===== config.mk =====
export PLATFORM = sky130hd
export DESIGN_NAME = tbi_controller
export DESIGN_NICKNAME = d
export VERILOG_FILES = /design/src/hdl/tbi_pkg.sv /design/src/hdl/tbi_controller.sv
export VERILOG_INCLUDE_DIRS = /design/src /design/src/hdl
export SDC_FILE = /design/constraint.sdc
export NUM_CORES = 1
export LEC_CHECK = 0
export BUFFER_PORTS_ARGS = -buffer_cell sky130_fd_sc_hd__buf_2
export CORE_UTILIZATION = 48
export CTS_BUF_LIST = sky130_fd_sc_hd__clkbuf_16
export DETAILED_ROUTE_END_ITERATION = 16
export GPL_TIMING_DRIVEN = 1
export PLACE_DENSITY_LB_ADDON = 0.3
export SLEW_MARGIN = 30
export SYNTH_ARGS = -nofsm -noshare
export SYNTH_HDL_FRONTEND = slang
export SYNTH_SLANG_ARGS = --single-unit

===== constraint.sdc =====
create_clock -name clock -period 4.6 [get_ports clock]
set_input_delay 0.23 -clock clock [delete_from_list [all_inputs] [get_ports clock]]
set_output_delay 0.23 -clock clock [all_outputs]
set_load 0.05 [all_outputs]

===== src/hdl/tiny_byte_interpreter_core_macros.svh =====
// Assertion macros for the tiny byte interpreter core.
// Included by the RTL files that carry concurrent checks; no other dependencies.
`ifndef TINY_BYTE_INTERPRETER_CORE_MACROS_SVH
`define TINY_BYTE_INTERPRETER_CORE_MACROS_SVH

// same-cycle implication
`define TBI_ASSERT_IMPLY(label, clk, rst, cond, prop, msg) \
   label: assert property (@(posedge clk) disable iff (rst) (cond) |-> (prop)) \
      else $error(msg);

// next-cycle implication
`define TBI_ASSERT_NEXT(label, clk, rst, cond, prop, msg) \
   label: assert property (@(posedge clk) disable iff (rst) (cond) |=> (prop)) \
      else $error(msg);

`endif


===== src/hdl/tbi_pkg.sv =====
// Shared codes, word layout and controller/datapath interface types.
// No dependencies; used by every module of the interpreter core.
`default_nettype none

package tbi_pkg;

   // request modes
   localparam logic [1:0] MODE_WRITE = 2'd0;
   localparam logic [1:0] MODE_START = 2'd1;
   localparam logic [1:0] MODE_STEP  = 2'd2;

   // opcodes
   localparam logic [3:0] OP_MOVE = 4'd0;
   localparam logic [3:0] OP_ADD  = 4'd1;
   localparam logic [3:0] OP_SUB  = 4'd2;
   localparam logic [3:0] OP_MUL  = 4'd3;
   localparam logic [3:0] OP_DIV  = 4'd4;
   localparam logic [3:0] OP_JUMP = 4'd5;
   localparam logic [3:0] OP_EQ   = 4'd6;
   localparam logic [3:0] OP_NE   = 4'd7;
   localparam logic [3:0] OP_GT   = 4'd8;
   localparam logic [3:0] OP_LT   = 4'd9;
   localparam logic [3:0] OP_OUT  = 4'd10;
   localparam logic [3:0] OP_IN   = 4'd11;

   // step status
   localparam logic [1:0] STAT_OK   = 2'd0;
   localparam logic [1:0] STAT_DIV0 = 2'd1;
   localparam logic [1:0] STAT_NEG  = 2'd2;

   // operand flag bits
   localparam int FLAG_DST = 0;
   localparam int FLAG_SRC = 1;

   // restoring divider: one quotient bit per cycle
   localparam int DIV_STEPS = 8;
   localparam int DIV_CNT_W = 3;

   typedef struct packed {
      logic [3:0] op;
      logic [1:0] flags;
      logic [7:0] a;
      logic [7:0] b;
   } word_type;

   typedef struct packed {
      logic capture;
      logic load;
      logic fetch;
      logic read_a;
      logic read_b;
      logic exec;
      logic div_step;
      logic div_wb;
      logic respond;
   } cmd_type;

   typedef struct packed {
      logic running;
      logic div_go;
      logic out_free;
   } stat_type;

endpackage

`default_nettype wire


===== src/hdl/tbi_controller.sv =====
// Sequencer of the interpreter core: one-hot state machine and divide counter.
// Depends on tbi_pkg and tiny_byte_interpreter_core_macros.svh.
`default_nettype none

`include "tiny_byte_interpreter_core_macros.svh"

module tbi_controller (
   input  wire logic              clock,
   input  wire logic              reset,
   input  wire logic              req_valid,
   input  wire logic [1:0]        req_mode,
   output logic                   req_stall,
   input  wire tbi_pkg::stat_type st,
   output tbi_pkg::cmd_type       cmd
);

   typedef enum logic [8:0] {
      ST_IDLE  = 9'b000000001,
      ST_LOAD  = 9'b000000010,
      ST_FETCH = 9'b000000100,
      ST_READA = 9'b000001000,
      ST_READB = 9'b000010000,
      ST_EXEC  = 9'b000100000,
      ST_DIV   = 9'b001000000,
      ST_DIVWB = 9'b010000000,
      ST_RESP  = 9'b100000000
   } state_type;

   localparam logic [tbi_pkg::DIV_CNT_W-1:0] CntLast =
      tbi_pkg::DIV_CNT_W'(tbi_pkg::DIV_STEPS - 1);

   state_type                     state_ff, state_in;
   logic [tbi_pkg::DIV_CNT_W-1:0] cnt_ff, cnt_in;

   always_comb begin
      state_in = state_ff;
      unique case (state_ff)
         ST_IDLE: begin
            if (req_valid) begin
               unique case (req_mode) inside
                  tbi_pkg::MODE_WRITE, tbi_pkg::MODE_START: state_in = ST_LOAD;
                  tbi_pkg::MODE_STEP: state_in = st.running ? ST_FETCH : ST_RESP;
                  default: state_in = ST_RESP;
               endcase
            end
         end
         ST_LOAD:  state_in = ST_RESP;
         ST_FETCH: state_in = ST_READA;
         ST_READA: state_in = ST_READB;
         ST_READB: state_in = ST_EXEC;
         ST_EXEC:  state_in = st.div_go ? ST_DIV : ST_RESP;
         ST_DIV: begin
            if (cnt_ff == CntLast) begin
               state_in = ST_DIVWB;
            end
         end
         ST_DIVWB: state_in = ST_RESP;
         ST_RESP: begin
            if (st.out_free) begin
               state_in = ST_IDLE;
            end
         end
         default: state_in = ST_IDLE;
      endcase
   end

   always_comb begin
      cnt_in = cnt_ff;
      if (state_ff == ST_EXEC) begin
         cnt_in = '0;
      end else if (state_ff == ST_DIV) begin
         cnt_in = cnt_ff + 1'b1;
      end
   end

   always_ff @(posedge clock) begin
      if (reset) begin
         state_ff <= ST_IDLE;
         cnt_ff   <= '0;
      end else begin
         state_ff <= state_in;
         cnt_ff   <= cnt_in;
      end
   end

   assign req_stall = (state_ff != ST_IDLE);

   always_comb begin
      cmd          = '0;
      cmd.capture  = (state_ff == ST_IDLE) && req_valid;
      cmd.load     = (state_ff == ST_LOAD);
      cmd.fetch    = (state_ff == ST_FETCH);
      cmd.read_a   = (state_ff == ST_READA);
      cmd.read_b   = (state_ff == ST_READB);
      cmd.exec     = (state_ff == ST_EXEC);
      cmd.div_step = (state_ff == ST_DIV);
      cmd.div_wb   = (state_ff == ST_DIVWB);
      cmd.respond  = (state_ff == ST_RESP) && st.out_free;
   end

   `TBI_ASSERT_NEXT(a_accept_busy, clock, reset, req_valid && !req_stall, req_stall, "accepted word did not make the core busy")
   `TBI_ASSERT_NEXT(a_div_length, clock, reset, state_ff == ST_DIV && cnt_ff == CntLast, state_ff == ST_DIVWB, "divide did not end after its last step")
   `TBI_ASSERT_IMPLY(a_exec_order, clock, reset, state_ff == ST_EXEC, $past(state_ff) == ST_READB, "execute entered without operand reads")
   `TBI_ASSERT_NEXT(a_resp_release, clock, reset, cmd.respond, state_ff == ST_IDLE && !req_stall, "core not idle after result handoff")

endmodule

`default_nettype wire


* Yosys cells after proc, flatten, opt, wreduce, memory -nomap -nowiden
Cells that the tools add are included.
Word-level totals: flip-flop bits (word level) 12, word-level logic and storage cells 33
Cells by class: add/subtract/negate cells 1, eq/ne operators 16, mux-type cells 7, reductions and logical operators 7
Operator list (count):
- 9-bit case mux with 8 select lines | 1
- 9-bit 2-to-1 mux | 5
- 9-bit case mux with 2 select lines | 1
- 9-bit by 1-bit == test with 1-bit output (second input constant) | 1
- 9-bit by 2-bit == test with 1-bit output (second input constant) | 1
- 9-bit by 3-bit == test with 1-bit output (second input constant) | 1
- 9-bit by 4-bit == test with 1-bit output (second input constant) | 1
- 9-bit by 5-bit == test with 1-bit output (second input constant) | 1
- 9-bit by 6-bit == test with 1-bit output (second input constant) | 1
- 9-bit by 7-bit == test with 1-bit output (second input constant) | 1
- 9-bit by 8-bit == test with 1-bit output (second input constant) | 1
- 9-bit == test (second input constant) | 1
- 9-bit by 1-bit inequality test with 1-bit output (second input constant) | 1
- 2-bit OR reduction | 3
- 2-bit inequality test (second input constant) | 2
- 3-bit by 1-bit adder with 3-bit output (second input constant) | 1
- 3-bit == test (second input constant) | 1
- 3-bit AND reduction | 1
- 2-bit by 1-bit == test with 1-bit output (second input constant) | 1
- 2-bit == test (second input constant) | 1
- 1-bit logical AND | 2
- 2-bit logical NOT | 1
- 2-bit by 1-bit inequality test with 1-bit output (second input constant) | 1

* Longest topological paths before layout
depth in word-level cells 5, mapped depth 6, depth with buffers taken out 6

* Least setup slack after synthesis
Ideal clock, no wire load.
path kind reg2reg, start point reg state_ff[4], end point reg state_ff[4], library setup time 0.065 ns, data arrival time 2.582 ns, required time 4.535 ns, setup slack 1.953 ns, stages on the path, launching flop included 5, path buffers 0, period minus slack after synthesis 2.647 ns, cells stage by stage dfxtp_1 > or4_4 > nand3b_1 > nor3b_1 > and3b_1
RTL lines:
- from (decl) | line tbi_controller.sv:32 | state_type state_ff, state_in;
- from (signal assigned) | line tbi_controller.sv:81 | state_ff <= state_in;

==> impl_metrics.yaml <==
global_routing:
  use_met1_pct: 27.9
  met2_usage_pct: 36.6
  grt_pass1_wl_um: 3060
  grt-ovfl-total: 0
  grt_pass1_vias: 692
  grt.total_usage_pct: 23.2
  antenna_found_initial: 0
  grt_max_degree: 11
  grt_use_met3_pct: 5.65
  busiest_layer: "met2"
hold_path:
  min_from: "req_mode[1]"
  whs_path_depth: 2
  hp-class: "in2reg"
  hold_path_end: "state_ff[1]"
synthesis:
  synth.top_cell.area_share_pct: 32.0
  synth_edf_count: 0
  syn_nets: 99
  synth-async-reset-ratio_pct: 0
  yosysTopAreaCell: "dfxtp_1"
  synthTopCellsByCount: "dfxtp_1, nor2_1, nor3_1"
  netlist_area_sq_um: 751
  yosysMostFrequentCell: "dfxtp_1"
  synthTopCellsByArea: "dfxtp_1, nor3_1, nor3b_1, nor4_1, nor2_1"
  yosys.cell_types.count: 36
  synth_cells: 89
  ys_ff_latch: 12
  yosysWarningCount: 0
  ys_seq_area_share_pct: 32.0
  synth_top_flop_cell: "dfxtp_1"
  syn_area_per_cell_sq_um: 8.44
timing:
  rsz0062_at_grt: "false"
  period_needed_ns: 2.24
  setup_tns_ns: 0
  max-slew-margin-rel_pct: 64.8
  finalMaxSlewViolations: 0
  max_freq_mhz: 447
  tightest_slew_ns: 0.524
  final_hold_viol_count: 0
  setup_violations: 0
  period_share_pct: 48.6
  skew_ns: 0.00116
setup_path:
  crit_arrival_ns: 2.01
  critical_path_class: "reg2out"
  worstPathRequired_ns: 4.37
  endpoint_kind: "output pin"
  path_max_fanout: 7
  rr_worst_depth: 4
  rr_startpoint: "state_ff[4]"
  r2r_end: "state_ff[8]"
  critPathLaunchType: "register"
  r2r_slack_ns: 2.83
floorplan:
  rows: 13
  die_x_um: 41.5
  pin_count: 18
  dieArea_sq_mm: 0.00173
  initial_core_util_pct: 54.3
  fp.dieH_um: 41.5
  fp.coreArea_sq_mm: 0.00138
power:
  finalPower_uw: 333
  irDropWorstVdd_mv: 0.242
  swShare_pct: 27.5
  internal-power_uw: 241
  p_comb_share_pct: 16.8
  switchingPower_uw: 91.6
  p_leak_nw: 0.424
  p_clk_share_pct: 49.0
  seq_power_share_pct: 34.2
  power_density_mw_per_mm2: 370
clocking:
  hold_buffers: 0
  clkTransAtPathRegs_ns: 0.04
  post_cts_buffers: 0
  clock-sinks: 12
  numCtsBuffers: 3
  cts_resized: 0
  cts-root-buf: "clkbuf_16"
  clk_path_buf_depth: 2
  htreeDepth: 1
  clk-insertion-delay-late_ns: 0.24
  cts_tree: "built"
layout:
  fin_util_pct: 65.0
  finalInstanceArea_sq_um: 898
  area_growth_pct: 19.7
  fin_nets: 115
  num_antenna_cells: 0
  final_layout_size_suffix_gt1_share_pct: 23.1
placement:
  hpwl_um: 1230
  io_buffers: 17
  gp_congestion: 0.933
  place_area_sq_um: 820
detailed_routing:
  remaining_drc_errors: 0
  ant_nets: 0
  num_vias: 742
  vias_per_cell: 6.24
  totalWireLength_um: 1770
  dr.pass1.iters: 4
  drtIter0Drc: 33
  avgRoutedWirePerCell_um: 14.8
outcome:
  status: "completed"
run:
  drv_cap: 0
-- cells in the final DEF (no fill, tap or decap), types with 2 or more instances in the layout --
| cell | Yosys | final |
|---|---|---|
| buf_2 | 3 | 17 |
| clkbuf_16 | 0 | 3 |
| xor2_1 | 3 | 3 |
| inv_1 | 5 | 5 |
| nand3b_1 | 2 | 2 |
| nor2_1 | 8 | 8 |
| nor3_1 | 8 | 8 |
| mux2i_1 | 2 | 2 |
| nand2_1 | 4 | 4 |
| a31oi_1 | 2 | 2 |
| dfxtp_1 | 12 | 12 |
| nor3b_1 | 5 | 5 |
| ha_1 | 2 | 2 |
| o21ai_0 | 4 | 4 |
| nand4b_1 | 2 | 2 |
| nor4_1 | 5 | 5 |
-- state kept, by name, indices dropped and copies added, names as in the netlist --
signal,count
state_ff,9
cnt_ff,3
-- metrics by stage --
step | cells | hold slack, ns | worst slack, ns
2_1_floorplan | 89 | 0.309 | 1.95
3_3_place_gp | 115 | 0.425 | 2.72
3_5_place_dp | 115 | 0.430 | 2.66
4_1_cts | 119 | 0.178 | 2.39
5_1_grt | 119 | 0.192 | 2.26
6_report | 119 | 0.180 | 2.36
-- worst max-delay path, cell delays in order (launching register included) --
cell      delay [ns]
dfxtp_1         0.36
or4_4           0.58
nand3b_1        0.24
nor3b_1         0.27
buf_2           0.31
-- area by class of cell --
cell class | count | area, sq um
sequential | 12 | 240
timing repair buffer | 17 | 85.1
clock inverter | 1 | 3.75
clock buffer | 3 | 75.1
fill | 119 | 484
tap | 15 | 18.8
multi-input combinational | 66 | 457
inverter | 5 | 18.8
-- per-layer routing --
metal	routed length [um]	up-vias
met4	58	0
met2	780	42
met5	0	-
li1	-	361
met1	794	331
met3	134	8
-- logic make-up (layout without fill, tap and decap cells) --
kind of cell / count (synthesis) / count (layout) / share of synthesized area (%)
mux: 2 / 2 / 2.67
compound gates: 12 / 12 / 12.3
flops: 12 / 12 / 32.0
buf+inv: 11 / 26 / 7.17
simple gates: 46 / 46 / 37.8
xor+xnor: 4 / 4 / 4.67
fa+ha+maj: 2 / 2 / 3.33
-- how the worst max path moves through the flow --
stage	to	depth (start not counted)	start	slack (ns)
CTS	cmd[5]	4	state_ff[4]	2.39
global route	cmd[5]	4	state_ff[4]	2.26
detailed placement	cmd[5]	4	state_ff[4]	2.66
finish	cmd[5]	4	state_ff[4]	2.36
global placement	cmd[5]	4	state_ff[4]	2.72
floorplan	state_ff[4]	4	state_ff[4]	1.95
-- power by group through the flow --
stage               clock network, mW  registers [mW]  logic, mW
global route                    0.168           0.114     0.0599
detailed placement                  0           0.115     0.0545
global placement                    0           0.115     0.0534
CTS                             0.163           0.113     0.0552
floorplan                           0           0.112     0.0442
finish                          0.163           0.114     0.0560
No activity file was read; power rests on OpenSTA's default activity.
